--- config.mk ---
export PLATFORM = sky130hd
export DESIGN_NAME = neighbor_exclusive_seat_arbiter
export DESIGN_NICKNAME = d
export VERILOG_FILES = /design/src/rtl/nesa_pkg.sv /design/src/rtl/nesa_front.sv /design/src/rtl/nesa_queue.sv /design/src/rtl/nesa_seq.sv /design/src/rtl/neighbor_exclusive_seat_arbiter.sv
export SDC_FILE = /design/constraint.sdc
export NUM_CORES = 1
export LEC_CHECK = 0
export BUFFER_PORTS_ARGS = -buffer_cell sky130_fd_sc_hd__buf_2
export CAP_MARGIN = 15
export CORE_MARGIN = 4
export CORE_UTILIZATION = 40
export DETAILED_ROUTE_END_ITERATION = 16
export PLACE_DENSITY = 0.61
export SLEW_MARGIN = 20
export SYNTH_ARGS = -nofsm -noshare
export SYNTH_HDL_FRONTEND = slang
export SYNTH_SLANG_ARGS = --single-unit
export TNS_END_PERCENT = 5
--- constraint.sdc ---
create_clock -name clock -period 7.3 [get_ports clock]
set_input_delay 0.73 -clock clock [delete_from_list [all_inputs] [get_ports clock]]
set_output_delay 0.73 -clock clock [all_outputs]
set_load 0.01 [all_outputs]
--- src/rtl/nesa_pkg.sv ---
`timescale 1ns / 1ps
// ----------------------------------------------------------------------------
// nesa_pkg
// Shared types and constants of the neighbor exclusive seat arbiter.
// ----------------------------------------------------------------------------
package nesa_pkg;

   typedef enum logic [1:0] {
      CMD_ASK_EAT   = 2'd0,
      CMD_DONE_EAT  = 2'd1,
      CMD_ASK_SING  = 2'd2,
      CMD_DONE_SING = 2'd3
   } cmd_type;

   localparam logic KIND_EAT  = 1'b0;
   localparam logic KIND_SING = 1'b1;

   localparam int          SEAT_W          = 4;
   localparam int          NUM_SEATS_W     = 5;
   localparam logic [4:0]  NUM_SEATS_RESET = 5'd5;
   localparam int          MIN_SEATS       = 2;

   typedef struct packed {
      cmd_type           cmd;
      logic [SEAT_W-1:0] seat;
   } req_type;

   typedef struct packed {
      logic [SEAT_W-1:0] grant_seat;
      logic              grant_kind;
      logic              last;
   } rsp_type;

   // Handshake between the front stage and the queue.
   typedef struct packed {
      logic push;
      logic full;
   } q_ctrl_type;

endpackage

--- src/rtl/nesa_front.sv ---
`timescale 1ns / 1ps
// ----------------------------------------------------------------------------
// nesa_front
// Input stage: takes request beats, drops seats outside the ring, and hands
// the rest to the command queue.
// ----------------------------------------------------------------------------
module nesa_front
   import nesa_pkg::*;
#(
   parameter int MAX_SEATS = 16,
   parameter int CW        = $clog2(MAX_SEATS + 1)
) (
   input  logic          clock,
   input  logic          reset,
   input  logic [CW-1:0] ring_n,
   input  logic          req_valid,
   output logic          req_stall,
   input  req_type       req_data,
   input  logic          q_full,
   output q_ctrl_type    q_ctrl,
   output req_type       q_wdata
);

   logic    valid_ff, valid_in;
   req_type data_ff, data_in;
   logic    push;
   logic    accept;
   logic    in_ring;

   assign push      = valid_ff && !q_full;
   assign req_stall = valid_ff && q_full;
   assign accept    = req_valid && !req_stall;
   assign in_ring   = 32'(req_data.seat) < 32'(ring_n);

   always_comb begin
      valid_in = valid_ff;
      data_in  = data_ff;
      if (push) begin
         valid_in = 1'b0;
      end
      // drop beats whose seat is outside the ring
      if (accept) begin
         valid_in = in_ring;
         data_in  = req_data;
      end
   end

   always_ff @(posedge clock) begin
      if (reset) begin
         valid_ff <= 1'b0;
      end else begin
         valid_ff <= valid_in;
      end
      data_ff <= data_in;
   end

   assign q_ctrl.push = push;
   assign q_ctrl.full = q_full;
   assign q_wdata     = data_ff;

endmodule

--- src/rtl/nesa_queue.sv ---
`timescale 1ns / 1ps
// ----------------------------------------------------------------------------
// nesa_queue
// Two-entry command queue between the front stage and the seat sequencer.
// ----------------------------------------------------------------------------
module nesa_queue
   import nesa_pkg::*;
(
   input  logic       clock,
   input  logic       reset,
   input  q_ctrl_type q_ctrl,
   input  req_type    q_wdata,
   output logic       q_full,
   input  logic       q_pop,
   output logic       q_valid,
   output req_type    q_rdata
);

   req_type    slot_ff [2];
   logic       wr_ptr_ff, wr_ptr_in;
   logic       rd_ptr_ff, rd_ptr_in;
   logic [1:0] count_ff, count_in;
   logic       do_push;
   logic       do_pop;

   assign q_full  = count_ff == 2'd2;
   assign q_valid = count_ff != 2'd0;
   assign q_rdata = slot_ff[rd_ptr_ff];
   assign do_push = q_ctrl.push && !q_ctrl.full;
   assign do_pop  = q_pop && q_valid;

   always_comb begin
      wr_ptr_in = do_push ? ~wr_ptr_ff : wr_ptr_ff;
      rd_ptr_in = do_pop ? ~rd_ptr_ff : rd_ptr_ff;
      count_in  = count_ff;
      if (do_push && !do_pop) begin
         count_in = count_ff + 2'd1;
      end else if (do_pop && !do_push) begin
         count_in = count_ff - 2'd1;
      end
   end

   always_ff @(posedge clock) begin
      if (reset) begin
         wr_ptr_ff <= 1'b0;
         rd_ptr_ff <= 1'b0;
         count_ff  <= 2'd0;
      end else begin
         wr_ptr_ff <= wr_ptr_in;
         rd_ptr_ff <= rd_ptr_in;
         count_ff  <= count_in;
      end
      if (do_push) begin
         slot_ff[wr_ptr_ff] <= q_wdata;
      end
   end

endmodule

--- src/rtl/nesa_seq.sv ---
`timescale 1ns / 1ps
// ----------------------------------------------------------------------------
// nesa_seq
// Seat sequencer: holds the state of every seat, carries out one command at
// a time and issues grant beats through an output register.
// ----------------------------------------------------------------------------
module nesa_seq
   import nesa_pkg::*;
#(
   parameter int MAX_SEATS = 16,
   parameter int SW        = $clog2(MAX_SEATS),
   parameter int CW        = $clog2(MAX_SEATS + 1)
) (
   input  logic          clock,
   input  logic          reset,
   input  logic [CW-1:0] ring_n,
   input  logic          q_valid,
   input  req_type       q_rdata,
   output logic          q_pop,
   output logic          rsp_valid,
   input  logic          rsp_stall,
   output rsp_type       rsp_data
);

   typedef enum logic [2:0] {
      S_IDLE,
      S_EXEC,
      S_SECOND,
      S_WRAP,
      S_SCAN
   } state_type;

   state_type              state_ff, state_in;
   cmd_type                cmd_ff, cmd_in;
   logic [SW-1:0]          seat_ff, seat_in;
   logic [SW-1:0]          second_ff, second_in;
   logic [SW-1:0]          scan_ff, scan_in;
   logic [SW-1:0]          ptr_ff, ptr_in;
   logic [CW-1:0]          cnt_ff, cnt_in;
   logic [MAX_SEATS-1:0]   hungry_ff, hungry_in;
   logic [MAX_SEATS-1:0]   eat_ff, eat_in;
   logic [MAX_SEATS-1:0]   wait_ff, wait_in;
   logic [MAX_SEATS-1:0]   sing_ff, sing_in;
   logic                   rsp_valid_ff, rsp_valid_in;
   rsp_type                rsp_ff, rsp_in;

   logic [MAX_SEATS-1:0]   ring_mask;
   logic [MAX_SEATS-1:0]   seat_oh;
   logic [MAX_SEATS-1:0]   l_oh;
   logic [MAX_SEATS-1:0]   r_oh;
   logic [MAX_SEATS-1:0]   eat_rel;
   logic [MAX_SEATS-1:0]   eat_l;
   logic [MAX_SEATS-1:0]   hungry_l;
   logic [SW-1:0]          left_s;
   logic [SW-1:0]          right_s;
   logic                   thinking;
   logic                   sing_any;
   logic                   grant_ask;
   logic                   grant_l;
   logic                   grant_r;
   logic                   out_free;

   function automatic logic [SW-1:0] left_of(input logic [SW-1:0] i,
                                             input logic [CW-1:0] n);
      return (i == '0) ? SW'(n - CW'(1)) : SW'(i - SW'(1));
   endfunction

   function automatic logic [SW-1:0] right_of(input logic [SW-1:0] i,
                                              input logic [CW-1:0] n);
      return (CW'(i) + CW'(1) == n) ? '0 : SW'(i + SW'(1));
   endfunction

   function automatic rsp_type make_rsp(input logic [SW-1:0] s, input logic kind,
                                        input logic fin);
      rsp_type r;
      r.grant_seat = SEAT_W'(s);
      r.grant_kind = kind;
      r.last       = fin;
      return r;
   endfunction

   always_comb begin
      for (int i = 0; i < MAX_SEATS; i++) begin
         ring_mask[i] = 32'(i) < 32'(ring_n);
      end
   end

   assign left_s   = left_of(seat_ff, ring_n);
   assign right_s  = right_of(seat_ff, ring_n);
   assign seat_oh  = MAX_SEATS'(1) << seat_ff;
   assign l_oh     = MAX_SEATS'(1) << left_s;
   assign r_oh     = MAX_SEATS'(1) << right_s;
   assign thinking = !(hungry_ff[seat_ff] || eat_ff[seat_ff] ||
                       wait_ff[seat_ff] || sing_ff[seat_ff]);
   assign sing_any = |(sing_ff & ring_mask);
   assign out_free = !rsp_valid_ff || !rsp_stall;

   // eat request: both neighbors must be off the resource
   assign grant_ask = !eat_ff[left_s] && !eat_ff[right_s];

   // eat release: retest the left neighbor, then the right one on top of it
   assign eat_rel  = eat_ff & ~seat_oh;
   assign grant_l  = hungry_ff[left_s] && !eat_rel[left_of(left_s, ring_n)] &&
                     !eat_rel[right_of(left_s, ring_n)];
   assign eat_l    = grant_l ? (eat_rel | l_oh) : eat_rel;
   assign hungry_l = grant_l ? (hungry_ff & ~l_oh) : hungry_ff;
   assign grant_r  = hungry_l[right_s] && !eat_l[left_of(right_s, ring_n)] &&
                     !eat_l[right_of(right_s, ring_n)];

   always_comb begin
      state_in     = state_ff;
      cmd_in       = cmd_ff;
      seat_in      = seat_ff;
      second_in    = second_ff;
      scan_in      = scan_ff;
      ptr_in       = ptr_ff;
      cnt_in       = cnt_ff;
      hungry_in    = hungry_ff;
      eat_in       = eat_ff;
      wait_in      = wait_ff;
      sing_in      = sing_ff;
      rsp_valid_in = rsp_valid_ff && rsp_stall;
      rsp_in       = rsp_ff;
      q_pop        = 1'b0;

      case (state_ff)
         S_IDLE: begin
            if (q_valid) begin
               q_pop    = 1'b1;
               cmd_in   = q_rdata.cmd;
               seat_in  = SW'(q_rdata.seat);
               state_in = S_EXEC;
            end
         end

         S_EXEC: begin
            case (cmd_ff)
               CMD_ASK_EAT: begin
                  if (!thinking) begin
                     state_in = S_IDLE;
                  end else if (!grant_ask) begin
                     hungry_in = hungry_ff | seat_oh;
                     state_in  = S_IDLE;
                  end else if (out_free) begin
                     eat_in       = eat_ff | seat_oh;
                     rsp_valid_in = 1'b1;
                     rsp_in       = make_rsp(seat_ff, KIND_EAT, 1'b1);
                     state_in     = S_IDLE;
                  end
               end

               CMD_DONE_EAT: begin
                  if (!eat_ff[seat_ff]) begin
                     state_in = S_IDLE;
                  end else if (!grant_l && !grant_r) begin
                     eat_in   = eat_rel;
                     state_in = S_IDLE;
                  end else if (out_free) begin
                     eat_in       = grant_r ? (eat_l | r_oh) : eat_l;
                     hungry_in    = grant_r ? (hungry_l & ~r_oh) : hungry_l;
                     rsp_valid_in = 1'b1;
                     if (grant_l) begin
                        rsp_in = make_rsp(left_s, KIND_EAT, !grant_r);
                     end else begin
                        rsp_in = make_rsp(right_s, KIND_EAT, 1'b1);
                     end
                     // hold the right grant for the next beat
                     second_in = right_s;
                     state_in  = (grant_l && grant_r) ? S_SECOND : S_IDLE;
                  end
               end

               CMD_ASK_SING: begin
                  if (!thinking) begin
                     state_in = S_IDLE;
                  end else if (sing_any) begin
                     wait_in  = wait_ff | seat_oh;
                     state_in = S_IDLE;
                  end else if (out_free) begin
                     sing_in      = sing_ff | seat_oh;
                     rsp_valid_in = 1'b1;
                     rsp_in       = make_rsp(seat_ff, KIND_SING, 1'b1);
                     state_in     = S_IDLE;
                  end
               end

               CMD_DONE_SING: begin
                  if (!sing_ff[seat_ff]) begin
                     state_in = S_IDLE;
                  end else begin
                     sing_in  = sing_ff & ~seat_oh;
                     state_in = S_WRAP;
                  end
               end

               default: begin
                  state_in = S_IDLE;
               end
            endcase
         end

         S_SECOND: begin
            if (out_free) begin
               rsp_valid_in = 1'b1;
               rsp_in       = make_rsp(second_ff, KIND_EAT, 1'b1);
               state_in     = S_IDLE;
            end
         end

         S_WRAP: begin
            // bring a stale start pointer back into the ring
            if (CW'(scan_ff) >= ring_n) begin
               scan_in = SW'(CW'(scan_ff) - ring_n);
            end else begin
               scan_in = right_of(scan_ff, ring_n);
               ptr_in  = scan_ff;
               cnt_in  = '0;
               state_in = sing_any ? S_IDLE : S_SCAN;
            end
         end

         S_SCAN: begin
            if (wait_ff[ptr_ff]) begin
               if (out_free) begin
                  wait_in      = wait_ff & ~(MAX_SEATS'(1) << ptr_ff);
                  sing_in      = sing_ff | (MAX_SEATS'(1) << ptr_ff);
                  rsp_valid_in = 1'b1;
                  rsp_in       = make_rsp(ptr_ff, KIND_SING, 1'b1);
                  state_in     = S_IDLE;
               end
            end else if (cnt_ff + CW'(1) == ring_n) begin
               state_in = S_IDLE;
            end else begin
               ptr_in = right_of(ptr_ff, ring_n);
               cnt_in = cnt_ff + CW'(1);
            end
         end

         default: begin
            state_in = S_IDLE;
         end
      endcase
   end

   always_ff @(posedge clock) begin
      if (reset) begin
         state_ff     <= S_IDLE;
         scan_ff      <= '0;
         hungry_ff    <= '0;
         eat_ff       <= '0;
         wait_ff      <= '0;
         sing_ff      <= '0;
         rsp_valid_ff <= 1'b0;
      end else begin
         state_ff     <= state_in;
         scan_ff      <= scan_in;
         hungry_ff    <= hungry_in;
         eat_ff       <= eat_in;
         wait_ff      <= wait_in;
         sing_ff      <= sing_in;
         rsp_valid_ff <= rsp_valid_in;
      end
      cmd_ff    <= cmd_in;
      seat_ff   <= seat_in;
      second_ff <= second_in;
      ptr_ff    <= ptr_in;
      cnt_ff    <= cnt_in;
      rsp_ff    <= rsp_in;
   end

   assign rsp_valid = rsp_valid_ff;
   assign rsp_data  = rsp_ff;

endmodule

--- src/rtl/neighbor_exclusive_seat_arbiter.sv ---
`timescale 1ns / 1ps
// ----------------------------------------------------------------------------
// neighbor_exclusive_seat_arbiter
// Ring of seats sharing an eat resource (neighbor exclusive) and a sing
// resource (ring exclusive); issues one grant beat per granted seat.
//
//   channel   ports                          beat
//   request   req_valid  req_stall req_data  cmd, seat
//   response  rsp_valid  rsp_stall rsp_data  grant_seat, grant_kind, last
//   config    csr_wr_en  csr_wr_data         num_seats
//
// An accepted request is registered in the input stage, then passes a
// two-entry queue to the sequencer; an eat release that grants both
// neighbors adds an S_SECOND state, and a sing release runs pointer wrap
// steps and then up to one scan step per seat in the ring.
// Reset is synchronous: all seats thinking, scan pointer zero, num_seats 5.
// A stalled response holds the next grant; the queue fills up meanwhile.
// ----------------------------------------------------------------------------
module neighbor_exclusive_seat_arbiter
   import nesa_pkg::*;
#(
   parameter int MAX_SEATS = 16
) (
   input  logic                   clock,
   input  logic                   reset,
   input  logic                   req_valid,
   output logic                   req_stall,
   input  req_type                req_data,
   output logic                   rsp_valid,
   input  logic                   rsp_stall,
   output rsp_type                rsp_data,
   input  logic                   csr_wr_en,
   input  logic [NUM_SEATS_W-1:0] csr_wr_data
);

   localparam int SW = $clog2(MAX_SEATS);
   localparam int CW = $clog2(MAX_SEATS + 1);

   logic [NUM_SEATS_W-1:0] num_seats_ff, num_seats_in;
   logic [CW-1:0]          ring_n;
   q_ctrl_type             q_ctrl;
   req_type                q_wdata;
   req_type                q_rdata;
   logic                   q_full;
   logic                   q_valid;
   logic                   q_pop;

   assign num_seats_in = csr_wr_en ? csr_wr_data : num_seats_ff;

   always_ff @(posedge clock) begin
      if (reset) begin
         num_seats_ff <= NUM_SEATS_RESET;
      end else begin
         num_seats_ff <= num_seats_in;
      end
   end

   // clamp the seat count into the supported range
   always_comb begin
      if (32'(num_seats_ff) < MIN_SEATS) begin
         ring_n = CW'(MIN_SEATS);
      end else if (32'(num_seats_ff) > MAX_SEATS) begin
         ring_n = CW'(MAX_SEATS);
      end else begin
         ring_n = CW'(num_seats_ff);
      end
   end

   nesa_front #(
      .MAX_SEATS (MAX_SEATS),
      .CW        (CW)
   ) u_front (
      .clock     (clock),
      .reset     (reset),
      .ring_n    (ring_n),
      .req_valid (req_valid),
      .req_stall (req_stall),
      .req_data  (req_data),
      .q_full    (q_full),
      .q_ctrl    (q_ctrl),
      .q_wdata   (q_wdata)
   );

   nesa_queue u_queue (
      .clock   (clock),
      .reset   (reset),
      .q_ctrl  (q_ctrl),
      .q_wdata (q_wdata),
      .q_full  (q_full),
      .q_pop   (q_pop),
      .q_valid (q_valid),
      .q_rdata (q_rdata)
   );

   nesa_seq #(
      .MAX_SEATS (MAX_SEATS),
      .SW        (SW),
      .CW        (CW)
   ) u_seq (
      .clock     (clock),
      .reset     (reset),
      .ring_n    (ring_n),
      .q_valid   (q_valid),
      .q_rdata   (q_rdata),
      .q_pop     (q_pop),
      .rsp_valid (rsp_valid),
      .rsp_stall (rsp_stall),
      .rsp_data  (rsp_data)
   );

endmodule
==> results of run 1 <==
[where the power goes]
group / total, mW / internal [mW] / switching (mW)
clock: 0.904 / 0.551 / 0.352
sequential: 0.869 / 0.802 / 0.0669
combinational: 4.22 / 1.32 / 2.90
total: 5.99 / 2.68 / 3.32
[cell usage after synthesis (16+ instances only)]
cell type  instances
buf_1             16
mux2i_1           23
o31ai_1           21
dfxtp_1           82
xnor2_1           19
inv_1             59
o22ai_1           19
a21o_1            16
nor2_1           103
edfxtp_1          43
nand3_1           57
o21ai_0           58
ha_1              45
mux4_2            18
a211oi_1          40
nor3_1            42
buf_2             16
nand2b_1          17
a21oi_1          119
nand2_1          153
clkbuf_1          62
and2_1            20
[worst max-delay path: cells and delay by family (launching register included)]
| kind | cells | cell delay, ns |
|---|---|---|
| AO/OA/AOI/OAI | 8 | 2.33 |
| XOR/XNOR | 1 | 0.12 |
| adder cells (fa/ha/maj) | 4 | 1.28 |
| buffers and inverters | 1 | 0.06 |
| flip-flops | 1 | 0.45 |
| multiplexers | 1 | 0.23 |
| AND/OR/NAND/NOR | 8 | 1.99 |
[kinds of logic (layout without fill, tap and decap cells)]
kind of cell	after synthesis	count (layout)	synth area share
buffers and inverters	164	176	0.05936
muxes	51	51	0.06906
xor gates and xnor gates	30	30	0.02552
AOI/OAI and AO/OA	466	466	0.3079
DFF	125	125	0.2707
and+or+nand+nor	475	475	0.2136
adders and majority gates	46	46	0.05382
[layout make-up]
type | count | share of cell area
multi-input cells | 1068 | 0.6067
repair buffers | 76 | 0.04260
flip-flops and latches | 125 | 0.2436
clock buffers | 26 | 0.04510
inverters | 68 | 0.02140
clock inverters | 6 | 0.005819
well taps | 335 | 0.03481
[per-layer routing]
layer | up-vias | GRT usage | share of wire
li1 | 5138 | - | -
met1 | 5663 | 0.4213 | 0.42
met4 | 0 | 0.1124 | 0.039
met3 | 116 | 0.05590 | 0.10
met5 | - | 0 | 0
met2 | 754 | 0.4565 | 0.44
[timing repair]
action,CTS,global route
hold buffers,0,0
gates resized for setup,0,8
endpoints found under the setup margin,0,31
[metrics by stage]
step	total power, mW	instance area, um^2	std cells
6_report	5.993	12040	1704
4_1_cts	5.823	11990	1704
3_5_place_dp	4.913	11380	1672
5_1_grt	6.264	12040	1704
2_1_floorplan	3.607	10830	1357
3_3_place_gp	4.934	11380	1672
[worst paths after layout]
path | startpoint | end | slack (ns) | cells past startpoint
min reg2reg | u_front.q_wdata[2] | u_queue.slot_ff[1][2] | 0.44 | 0
max | u_seq.seat_ff[1] | u_seq.second_ff[0] | 0.43 | 23
min | u_front.q_wdata[2] | u_queue.slot_ff[1][2] | 0.44 | 0
max reg2reg | u_seq.seat_ff[1] | u_seq.second_ff[0] | 0.43 | 23
==> impl_results.md, run 1 <==
- Total gr overflow: 0
- Vias in the first global route: 10.98k
- Filler cells: 2,602
- RSZ-0062 raised after global routing: false
- Seq cells post-synth: 125
- Fin worst setup slack: 0.4264 ns
- Final Hold Fails: 0
- Clock transition at path regs: 0.06 ns
- Clk root buf: clkbuf_16
- Headroom to the max-slew limit: 0.2983
- GRT Total Usage: 0.2986
- Core footprint: 26,350 um^2
- Share of cells above drive strength 1: 0.1344
- Row count: 59
- Die Ht: 172.6 um
- Mapped Cells: 1,357
- Vias: 11.67k
- Starting density of the core: 0.4111
- Max clock buf depth: 2
- Pwr per Cell Area: 497.7 nW/um^2
- Pre-Repair DR Iteration Count: 6
- Antenna diode count: 0
- Final clock period utilization by the worst path: 0.9416
- CTS tree: yes
- Worst Path Max Fanout: 8
- First DRT Iteration DRCs: 1,935
- Warning count from the yosys run: 0
- Post-DP HPWL: 34,700 um
- Critical Path AT: 6.92 ns
- CP Launch Type: register
- Die area: 29,780 um^2
- Post-CTS setup buffer count: 0
- Setup violations, final: 0
- Most used DFF post-synth: dfxtp_1
- Max Slew Vio Count: 0
- Max IR drop VDD: 0.2466 mV
- Yosys top cell area share: 0.1515
- Multi-input gate area: 7306 um^2
- Worst-Margin Slew: 1.044 ns
- Ranking of synthesized cells by area: dfxtp_1, edfxtp_1, a21oi_1
- CP Data Required Time: 7.35 ns
- Minimum hold slack: 0.4426 ns
- Initial antenna violation count: 0
- Post-synth ARST share: 0
- Sequential share of the synthesized area: 0.2707
- Worst Hold Class: reg -> reg
- Max frequency: 145.5 MHz
- Post-route ant nets: 0
- Netlist cell types: 108
- Area delta synth->final: 11.14%
- CP Cell Sequence: ha_1 -> ha_1 -> xnor2_1 -> or3_1 -> a222oi_1 -> nand2_1 -> nand2_1 -> inv_1 -> ha_1 -> ha_1 -> nand2_1 -> nor4b_1 -> o22ai_1 -> nor3_1 -> o2111ai_1 -> o21ai_4 -> mux2i_1 -> nor4_1 -> o311ai_0 -> o32ai_1 -> a211oi_4 -> a31oi_4 -> nor4_1
- IO Pins: 24
- CP max-delay cell: nor4_1
- Clock sink count: 125
- Tmin final: 6.874 ns
- CP max stage delay: 0.75 ns
- Htree depth: 4
- Register Area: 2933 um^2
- Final net count: 1,418
- Syn Nets: 1,419
- Critical path class: reg -> reg
- Synthesized area per cell: 7.984 um^2
- Routability cong.: 1.044
- Utilization after layout: 0.4569
- Vias/cell: 6.849
- CTS Buf Count: 17
- Crit path capture type: register
- Post-synthesis cell area: 10,830 um^2
- Pleak: 4.186 nW
- WL final: 46,140 um
- Drt wl/cell: 27.08 um
- Most frequent cells in the layout: nand2_1, a21oi_1, nor2_1
- Max_cap viols: 0
- Worst slack at placement: 0.4705 ns
- Aggregate negative setup slack: 0 ns
- Most common cell after layout, fill and taps aside: nand2_1
- Global-route wire length before repair: 69,530 um
- Skew-Pair Late Insertion Delay: 0.44 ns
- Post-route DRC: 0
- Status: finished clean
- Setup Skew: 0.02215 ns
- PortBufs: 23
- Area leader, netlist: dfxtp_1
- Post-synth EDFFs: 43
- Most used cell, CP: ha_1
- Pin count of the biggest net entering global routing: 67
- DIE WIDTH: 172.6 um
No activity file was read; power rests on OpenSTA's default activity.
==> inputs of run 2 (changes only) <==
ABC_AREA = 1   (was not set)
==> impl_results.md, run 2 <==
- Status: finished clean
- Clock share of power: 0.146 (-0.005)
- Area leader, netlist: dfxtp_1
- Pin count of the biggest net entering global routing: 47 (-30%)
- Worst Path Max Fanout: 24 (+16)
- Met1 wire length: 17,790 um (-8.9%)
- Seq cells post-synth: 125 (unchanged)
- Aggregate negative setup slack: 0 ns (unchanged)
- Most used cell, CP: nand3_1
- Post-synth EDFFs: 43 (unchanged)
- Yosys top cell area share: 0.1529 (+0.001431)
- Switching Fraction: 0.5819 (+0.02843)
- Area delta synth->final: 9.757%
- Worst-Margin Slew: 1.078 ns (+0.03462 ns)
- Seq pwr share: 0.163 (+0.018)
- Critical Path Source: num_seats_ff[4]
- Hold-fix buffers, CTS: 0 (unchanged)
- Most frequent cells in the layout: nand2_1, nor2_1, nand3_1
- Synthesized area per cell: 6.658 um^2 (-17%)
- Die Ht: 171.8 um (-0.45%)
- Met2 routed WL: 19,090 um (-5.3%)
- Final net count: 1,674 (+18%)
- Most common cell after layout, fill and taps aside: nand2_1
- Final instance area: 11,780 um^2 (-2.2%)
- Pint: 2.680 mW (+0.15%)
- Max frequency: 151.7 MHz (+4.3%)
- First DRT Iteration DRCs: 1,254 (-35%)
- Mapped Cells: 1,612 (+19%)
- Max_cap viols: 0 (unchanged)
- Post-DP HPWL: 32,000 um (-7.8%)
- Post-synthesis mux area share: 0 (-0.06906)
- XOR/XNOR Fraction of Synth Area: 0.01865 (-0.006870)
- Vias in the first global route: 10.92k (-0.51%)
- Drt wl/cell: 21.73 um (-20%)
- Min-delay src: u_front.q_wdata[3]
- PortBufs: 23 (unchanged)
- Most used DFF post-synth: dfxtp_1
- Die area: 29,520 um^2 (-0.89%)
- Crit path capture type: register
- Pwr per Cell Area: 544.2 nW/um^2 (+9.3%)
- Pleak: 4.934 nW (+18%)
- Syn Nets: 1,674 (+18%)
- Final Hold Fails: 0 (unchanged)
- Post-Synth Simple-Gate Area: 0.3164 (+0.1027)
- Combinational power share: 0.692 (-0.012)
- Filler cells: 2,720 (+4.5%)
- Skew-Pair Late Insertion Delay: 0.44 ns (about the same)
- Netlist cell types: 62 (-43%)
- DR top layer: met4
- Vias/cell: 6.076 (-11%)
- Utilization after layout: 0.4495 (-0.007404)
- Met3 wire length: 3755 um (-20%)
- FF-to-FF Start: num_seats_ff[4]
- CP Data Required Time: 7.63 ns (+0.28 ns)
- Post-synthesis cell area: 10,730 um^2 (-0.94%)
- Synth Area in Compound Gates: 0.2342 (-0.07368)
- Row count: 59 (unchanged)
- Worst Hold Class: reg -> reg
- Max clock buf depth: 2 (unchanged)
- Headroom to the max-slew limit: 0.2756 (-0.02266)
- Global-route wire length before repair: 65,060 um (-6.4%)
- Setup violations, final: 0 (unchanged)
- Htree depth: 4 (unchanged)
- Share of cells above drive strength 1: 0.1058 (-0.02856)
- Post-synthesis adder-cell area fraction: 0.05433 (+0.0005082)
- CP max-delay cell: a21boi_4
- Post-synth top cells: nand2_1, nand3_1, nor2_1
- IO Pins: 24 (unchanged)
- Clock sink count: 125 (unchanged)
- Max IR drop VDD: 0.2195 mV (-11%)
- Critical Path AT: 6.92 ns (about the same)
- RSZ-0062 raised after global routing: false
- Multi-input gate area: 6709 um^2 (-8.2%)
- Antenna diode count: 0 (unchanged)
- Post-cts sizing count: 0 (unchanged)
- Clk root buf: clkbuf_16
- Setup Skew: 0.01137 ns (-0.01078 ns)
- GRT Total Usage: 0.2870 (-0.01163)
- Vias: 11.91k (+2.0%)
- Post-synth ARST share: 0 (unchanged)
- Final clock period utilization by the worst path: 0.9030 (-0.03862)
- Max Slew Vio Count: 0 (unchanged)
- Routability cong.: 0.9744 (-6.6%)
- Tmin final: 6.592 ns (-0.2819 ns)
- Core footprint: 26,210 um^2 (-0.56%)
- Largest family of logic cells by synthesized area: simple AND/OR/NAND/NOR gates
- Critical path class: reg -> reg
- Warning count from the yosys run: 0 (unchanged)
- CP max stage delay: 0.62 ns (-0.13 ns)
- Initial antenna violation count: 0 (unchanged)
- Ranking of synthesized cells by area: dfxtp_1, edfxtp_1, nand2_1
- Register Area: 2934 um^2 (about the same)
- Post-route DRC: 0 (unchanged)
- Clock transition at path regs: 0.07 ns (about the same)
- Most common cell in the netlist: nand2_1
- Pre-Repair DR Iteration Count: 5 (-1)
- Post-CTS setup buffer count: 0 (unchanged)
- Post-route ant nets: 0 (unchanged)
- Sequential share of the synthesized area: 0.2733 (+0.002556)
- Placement Cell Area: 11,140 um^2 (-2.1%)
- DIE WIDTH: 171.8 um (-0.45%)
- CP Launch Type: register
- Reg2Reg Setup Slack: 0.71 ns (+0.28 ns)
- Starting density of the core: 0.4095 (-0.001551)
- WL final: 42,580 um (-7.7%)
- CTS Buf Count: 17 (unchanged)
- NetSw: 3.730 mW (+12%)
- CTS tree: yes
- Total gr overflow: 0 (unchanged)
-- run 2: cell types whose count changed after synthesis, sizes merged, moves of 17 or more --
cell | previous run | this run
inv | 64 | 184
nand2 | 156 | 272
clkbuf | 63 | 46
mux2i | 23 | 0
nand2b | 17 | 0
o21ai | 70 | 190
nand3 | 58 | 176
mux4 | 18 | 0
nand4 | 8 | 40
nor2 | 105 | 184
and2 | 20 | 1
-- run 2: path summary, 6_finish.rpt --
kind | cells past startpoint | to
max | 34 | u_seq.eat_ff[5]
min reg2reg | 0 | u_queue.slot_ff[0][3]
max reg2reg | 34 | u_seq.eat_ff[5]
min | 0 | u_queue.slot_ff[0][3]
-- run 2: per-stage QoR --
step	hold WS, ns	setup slack, ns	power, mW	instances
2_1_floorplan	0.4215	1.645	4.157	1612
3_3_place_gp	0.4226	0.3710	5.339	1928
3_5_place_dp	0.4298	0.2237	5.342	1928
4_1_cts	0.4455	0.2224	6.277	1960
5_1_grt	0.4585	0.1848	6.819	1960
6_report	0.4485	0.7083	6.410	1960
-- run 2: routing by layer --
| layer | vias to the layer above | global-route usage |
|---|---|---|
| met4 | 0 | 0.1258 |
| li1 | 5606 | - |
| met2 | 646 | 0.4521 |
| met5 | - | 0 |
| met1 | 5535 | 0.3887 |
| met3 | 121 | 0.04735 |
-- run 2: power by group through the flow --
stage,Clock (mW),Combinational (mW),Sequential [mW]
3_5_place_dp,0,4.29,1.05
3_3_place_gp,0,4.30,1.04
4_1_cts,0.938,4.31,1.03
5_1_grt,0.968,4.80,1.05
2_1_floorplan,0,3.17,0.991
6_report,0.934,4.43,1.04
-- run 2: worst max-delay path, delay by kind of cell, from the launching register on --
family          cells  cell delay (ns)
buf+inv             7             1.06
fa+ha+maj           2             0.52
simple gates       20             3.04
flops               1             0.46
compound gates      5             1.40
-- run 2: layout make-up --
class / instances / share of cell area
clock inverter: 15 / 0.01699
clock buffer: 17 / 0.03611
inverter: 191 / 0.06192
timing repair buffer: 56 / 0.03080
tap: 335 / 0.03558
multi-input combinational: 1221 / 0.5695
sequential: 125 / 0.2491
-- run 2: kinds of logic (layout without fill, tap and decap cells) --
group | count (synthesis) | in the layout
flip-flops | 125 | 125
buffers and inverters | 266 | 279
XOR/XNOR | 22 | 22
adder cells (fa/ha/maj) | 46 | 46
AND/OR/NAND/NOR | 726 | 726
AO/OA/AOI/OAI | 427 | 427
